===== config.mk =====
export PLATFORM = sky130hd
export DESIGN_NAME = coprime_pair_counter
export DESIGN_NICKNAME = d
export VERILOG_FILES = /design/src/rtl/core/cpc_pkg.sv /design/src/rtl/core/coprime_pair_counter.sv
export SDC_FILE = /design/constraint.sdc
export NUM_CORES = 2
export LEC_CHECK = 0
export BUFFER_PORTS_ARGS = -buffer_cell sky130_fd_sc_hd__buf_2
export CORE_UTILIZATION = 58
export DETAILED_ROUTE_END_ITERATION = 6
export PLACE_DENSITY = 0.74
export SETUP_SLACK_MARGIN = 0.02
export SYNTH_ARGS = -nofsm -noshare
export SYNTH_HDL_FRONTEND = slang
export SYNTH_SLANG_ARGS = --single-unit

===== constraint.sdc =====
create_clock -name clk -period 4.5 [get_ports clk]
set_input_delay 0.225 -clock clk [delete_from_list [all_inputs] [get_ports clk]]
set_output_delay 0.225 -clock clk [all_outputs]
set_load 0.02 [all_outputs]

===== src/rtl/core/cpc_pkg.sv =====
package cpc_pkg;

  localparam int VALUE_W   = 16;
  localparam int PAIRS_W   = 11;
  localparam logic [PAIRS_W-1:0] PAIRS_MAX = {PAIRS_W{1'b1}};

  typedef struct packed {
    logic [VALUE_W-1:0] value;
    logic               last;
  } in_t;

  typedef struct packed {
    logic [PAIRS_W-1:0] coprime_pairs;
    logic               overflow;
  } out_t;

  typedef enum logic [2:0] {
    S_IDLE,
    S_READ,
    S_LOAD,
    S_GCD,
    S_DONE
  } state_t;

endpackage


===== src/rtl/core/coprime_pair_counter.sv =====
// Channel | Direction | Handshake              | Payload
// in      | input     | in_valid / in_ready    | in_t  {value, last}
// out     | output    | out_valid / out_ready  | out_t {coprime_pairs, overflow}
//
// The block accepts one request per cycle while it is idle.
// After a last request the pair scan runs: n(n-1)/2 pairs, each a memory read and
// operand load plus the binary gcd loop through one shared subtract/compare unit.
// in_ready stays low until the count is latched into the output register; a stalled
// output holds the scan at its end.
// Synchronous active-low reset clears the fill count, overflow flag and handshakes.
module coprime_pair_counter
  import cpc_pkg::*;
#(
  parameter int MAX_VALUES = 64,
  parameter int VALUE_BITS = 16
) (
  input  logic clk,
  input  logic rst_n,
  input  logic in_valid,
  output logic in_ready,
  input  in_t  in_data,
  output logic out_valid,
  input  logic out_ready,
  output out_t out_data
);

  localparam int IW = (MAX_VALUES > 1) ? $clog2(MAX_VALUES) : 1;
  localparam int CW = $clog2(MAX_VALUES + 1);
  localparam logic [CW-1:0] FULL = CW'(MAX_VALUES);

  state_t state_r, state_nxt;

  logic [CW-1:0]      fill_r, fill_nxt;
  logic               drop_r, drop_nxt;
  logic [CW-1:0]      i_r, i_nxt;
  logic [CW-1:0]      j_r, j_nxt;
  logic [PAIRS_W-1:0] cnt_r, cnt_nxt;
  logic [VALUE_BITS-1:0] ga_r, ga_nxt;
  logic [VALUE_BITS-1:0] gb_r, gb_nxt;
  logic               out_valid_r, out_valid_nxt;
  out_t               out_data_r, out_data_nxt;

  logic [VALUE_BITS-1:0] mem [MAX_VALUES];
  logic [VALUE_BITS-1:0] rd_a_r, rd_b_r;
  logic [VALUE_BITS-1:0] v_in;
  logic                  wr_en;

  // gcd step signals
  logic                  a_gt;
  logic [VALUE_BITS-1:0] diff;
  logic                  gcd_done, gcd_hit;

  generate
    if (VALUE_BITS <= VALUE_W) begin : g_narrow
      assign v_in = in_data.value[VALUE_BITS-1:0];
    end else begin : g_wide
      assign v_in = {{(VALUE_BITS-VALUE_W){1'b0}}, in_data.value};
    end
  endgenerate

  assign in_ready  = (state_r == S_IDLE);
  assign out_valid = out_valid_r;
  assign out_data  = out_data_r;

  assign wr_en = in_valid && in_ready && (fill_r != FULL);

  always_ff @(posedge clk) begin
    if (wr_en) begin
      mem[fill_r[IW-1:0]] <= v_in;
    end
    rd_a_r <= mem[i_r[IW-1:0]];
    rd_b_r <= mem[j_r[IW-1:0]];
  end

  // Binary gcd, one step per cycle; only coprimality is needed.
  always_comb begin
    a_gt     = ga_r > gb_r;
    diff     = a_gt ? (ga_r - gb_r) : (gb_r - ga_r);
    gcd_done = 1'b0;
    gcd_hit  = 1'b0;
    ga_nxt   = ga_r;
    gb_nxt   = gb_r;
    if (ga_r == '0) begin
      gcd_done = 1'b1;
      gcd_hit  = (gb_r == VALUE_BITS'(1));
    end else if (gb_r == '0) begin
      gcd_done = 1'b1;
      gcd_hit  = (ga_r == VALUE_BITS'(1));
    end else if (!ga_r[0] && !gb_r[0]) begin
      gcd_done = 1'b1;  // common factor of two
    end else if (!ga_r[0]) begin
      ga_nxt = ga_r >> 1;
    end else if (!gb_r[0]) begin
      gb_nxt = gb_r >> 1;
    end else if (ga_r == gb_r) begin
      gcd_done = 1'b1;
      gcd_hit  = (ga_r == VALUE_BITS'(1));
    end else if (a_gt) begin
      ga_nxt = diff >> 1;
    end else begin
      gb_nxt = diff >> 1;
    end
    if (state_r == S_LOAD) begin
      ga_nxt = rd_a_r;
      gb_nxt = rd_b_r;
    end
  end

  always_comb begin
    state_nxt     = state_r;
    fill_nxt      = fill_r;
    drop_nxt      = drop_r;
    i_nxt         = i_r;
    j_nxt         = j_r;
    cnt_nxt       = cnt_r;
    out_data_nxt  = out_data_r;
    out_valid_nxt = out_valid_r && !out_ready;

    unique case (state_r)
      S_IDLE: begin
        if (in_valid) begin
          if (fill_r != FULL) begin
            fill_nxt = fill_r + CW'(1);
          end else begin
            drop_nxt = 1'b1;
          end
          if (in_data.last) begin
            cnt_nxt = '0;
            i_nxt   = '0;
            j_nxt   = CW'(1);
            if (fill_nxt < CW'(2)) begin
              state_nxt = S_DONE;
            end else begin
              state_nxt = S_READ;
            end
          end
        end
      end
      S_READ: state_nxt = S_LOAD;
      S_LOAD: state_nxt = S_GCD;
      S_GCD: begin
        if (gcd_done) begin
          if (gcd_hit && cnt_r != PAIRS_MAX) begin
            cnt_nxt = cnt_r + PAIRS_W'(1);
          end
          if (j_r + CW'(1) < fill_r) begin
            j_nxt     = j_r + CW'(1);
            state_nxt = S_READ;
          end else if (i_r + CW'(2) < fill_r) begin
            i_nxt     = i_r + CW'(1);
            j_nxt     = i_r + CW'(2);
            state_nxt = S_READ;
          end else begin
            state_nxt = S_DONE;
          end
        end
      end
      S_DONE: begin
        if (!out_valid_r || out_ready) begin
          out_valid_nxt              = 1'b1;
          out_data_nxt.coprime_pairs = cnt_r;
          out_data_nxt.overflow      = drop_r;
          fill_nxt                   = '0;
          drop_nxt                   = 1'b0;
          state_nxt                  = S_IDLE;
        end
      end
      default: state_nxt = S_IDLE;
    endcase
  end

  always_ff @(posedge clk) begin
    if (!rst_n) begin
      state_r     <= S_IDLE;
      fill_r      <= '0;
      drop_r      <= 1'b0;
      out_valid_r <= 1'b0;
    end else begin
      state_r     <= state_nxt;
      fill_r      <= fill_nxt;
      drop_r      <= drop_nxt;
      out_valid_r <= out_valid_nxt;
    end
  end

  always_ff @(posedge clk) begin
    i_r        <= i_nxt;
    j_r        <= j_nxt;
    cnt_r      <= cnt_nxt;
    ga_r       <= ga_nxt;
    gb_r       <= gb_nxt;
    out_data_r <= out_data_nxt;
  end

endmodule

==> results.py <==
metrics = {
    "cts": {
        "root_buffer": "clkbuf_16",
        "cts.htree.levels": 3,
        "clock_path_buffers": 3,
        "clk_latency_ns": 0.72,
        "cts_sinks": 1137,
        "cts_tree": "done",
        "clk_pin_slew_worst_paths_ns": 0.06,
        "cts-buffers-inserted": 112,
    },
    "global_route": {
        "antenna_found_initial": 9,
        "grt_pass1_vias": 33006,
        "grt_pass1_wl_um": 236100,
        "grt-ovfl-total": 0,
        "track_usage_pct": 35.27,
        "grt_max_degree": 141,
    },
    "final_layout": {
        "regArea_um2": 33700,
        "drive_gt1_share_pct": 26.99,
        "fill_cells": 6129,
        "multi_input_area_um2": 19110,
        "instances_no_fill": 4559,
        "fin_nets": 3293,
        "syn_to_final_growth_pct": 11.18,
    },
    "synthesis": {
        "dominantRegCellSynth": "edfxtp_1",
        "ys_async_sr_fraction_pct": 0,
        "yosysWarningCount": 0,
        "synth_common_cells": "1093 x edfxtp_1, 427 x mux4_2, 225 x mux2i_1",
        "synth_top_area_share_pct": 60.92,
        "yosysUniqueCellTypes": 67,
        "syn_nets": 3221,
        "ys_seq_area_share_pct": 62.55,
        "syn_area_per_cell_um2": 17.11,
        "synthesis.area_um2": 53880,
        "synth-seq-cells": 1137,
        "yosys-top-cells-area": "edfxtp_1 61%, mux4_2 18%, mux2i_1 4.2%, a22oi_1 1.8%, dfxtp_1 1.6%",
        "syn_inst": 3148,
        "synth.most_common_cell": "edfxtp_1",
        "synth_top_area_cell": "edfxtp_1",
        "synth_edf_count": 1093,
    },
    "power_and_ir_drop": {
        "vdd_drop_max_v": 0.0003526,
        "fin_total_pwr_uw": 32800,
        "power.leakage_uw": 0.02009,
        "power.density_nw_per_um2": 547.5,
    },
    "timing": {
        "tightest_slew_ns": 1.418,
        "fin_hold_ws_ns": 0.02714,
        "fin_skew_ns": 0.04042,
        "hold_viol_final": 0,
        "relSlewSlack_pct": 5.447,
        "fin_setup_tns_ns": 0,
        "final_max_slew_viol_count": 0,
        "setup_viol": 0,
        "fmax_mhz": 245.1,
        "final.period_utilization_pct": 90.66,
        "rsz0062_at_grt": "false",
        "finalCriticalPeriod_ns": 4.080,
    },
    "setup_path": {
        "reg2reg_setup_slack_ns": 0.42,
        "reg2reg_depth": 6,
        "worstSetupEndpoint": "rd_a_r[10]",
        "reg2reg_from": "i_r[0]",
        "crit_start": "i_r[0]",
        "r2r-end": "rd_a_r[10]",
        "startpoint_type": "flop",
        "worstSetupEndpointType": "flop",
        "cp.arrival_ns": 4.64,
        "critPathKind": "reg -> reg",
        "worstPathRequired_ns": 5.06,
        "worstPathMaxFanout": 47,
    },
    "drt": {
        "firstDrtPassIters": 6,
        "route.detailed.drc": 0,
        "ant_nets": 0,
        "viasPerCell": 7.345,
        "routed_wirelength_um": 163700,
        "vias": 33488,
        "wire_per_inst_um": 35.91,
        "drt_first_iter_violations": 5404,
    },
    "place": {
        "dp_hpwl_um": 103000,
        "gp_congestion": 0.9756,
        "portBuffers": 34,
        "place_inst": 4346,
    },
    "die": {
        "ios": 35,
        "core.rowCount": 111,
        "core_area_um2": 91800,
        "dieArea_um2": 94120,
        "floorplan.initialDensity_pct": 58.69,
        "chipWidth_um": 306.8,
        "die_h_um": 306.8,
    },
    "flow_run": {
        "drv_cap": 0,
    },
    "status": {
        "status": "finished clean",
    },
    "hold_path": {
        "hold_path_class": "in -> reg",
    },
}
==> layout by cell type (no fill, tap or decap), types with 49 or more instances in the layout <==
master     instances
o21ai_0           66
buf_4            143
edfxtp_1        1093
a22oi_1          132
mux2i_1          225
ha_1              50
mux4_2           427
inv_1             49
clkbuf_16        114
a21oi_1          115
nand2_1           92
nor2_1            83
==> registers in the layout, summed over array words and instances (netlist names) <==
register	count
cnt_r	11
drop_r	1
fill_r	7
ga_r	16
gb_r	16
i_r	7
j_r	7
mem	1024
out_data	12
out_valid	1
rd_a_r	16
rd_b_r	16
state_r	3
==> worst max-delay path: stages, from the launching register on <==
cell and delay, ns:
edfxtp_1 1.08, buf_4 0.83, mux4_2 0.60, a2111oi_0 0.44, o21ai_0 0.43, nand2_1 0.41
a21oi_1 0.08
==> where the power goes <==
| part | switching (uW) | internal, uW | total [uW] |
|---|---|---|---|
| Combinational | 6500 | 3710 | 10200 |
| Clock | 4030 | 5600 | 9630 |
| Sequential | 599 | 12400 | 13000 |
==> final cells by class <==
class,instances,area share (%)
Sequential cell,1137,56.26
Multi-Input combinational cell,1723,31.90
Clock buffer,137,4.957
Timing Repair Buffer,196,2.644
Tap cell,1243,2.596
Clock inverter,69,1.308
Inverter,50,0.3133
Antenna cell,4,0.01671
==> routing by layer <==
layer	up-vias	GRT usage (%)	part of all wire, %
li1	13321	-	-
met1	17052	48.23	35
met2	2645	53.42	46
met3	460	8.408	13
met4	10	17.97	5.8
met5	-	0	0.11
==> kinds of logic (layout without fill, tap and decap cells) <==
family,count (synthesis),in the layout,synth area share [%]
flops,1137,1137,62.55
compound gates,551,551,7.041
buf+inv,288,452,2.306
other cells,0,4,0
xor+xnor,47,47,0.7640
fa+ha+maj,52,52,1.235
simple gates,388,388,3.381
mux,685,685,22.72
==> worst min path at each step <==
stage / slack, ns / start / end / depth (start not counted)
CTS: 0.01 / in_valid / state_r[2] / 5
global route: 0.10 / in_valid / state_r[0] / 5
detailed placement: 0.49 / cnt_r[8] / out_data[9] / 0
global placement: 0.47 / cnt_r[9] / out_data[10] / 0
finish: 0.03 / in_valid / state_r[0] / 5
floorplan: 0.32 / in_data[1] / mem[0][0] / 0
==> through the flow <==
| stage | utilization [%] | cell area (um^2) | worst slack (ns) |
|---|---|---|---|
| after floorplan | - | 53880 | 0.8542 |
| after global placement | 61.11 | 56100 | 0.2569 |
| after detailed placement | 61.12 | 56110 | 0.5480 |
| after CTS | 65.24 | 59890 | 0.4268 |
| after global routing | 65.24 | 59890 | 0.3280 |
| final | 65.25 | 59900 | 0.4201 |
==> what timing repair did <==
action / in CTS / in global routing
resized for setup: 0 / 0
hold buffers: 3 / 0
hold endpoints to repair: 11 / 0
setup buffers: 0 / 0
(Power assumes the default switching activity.)
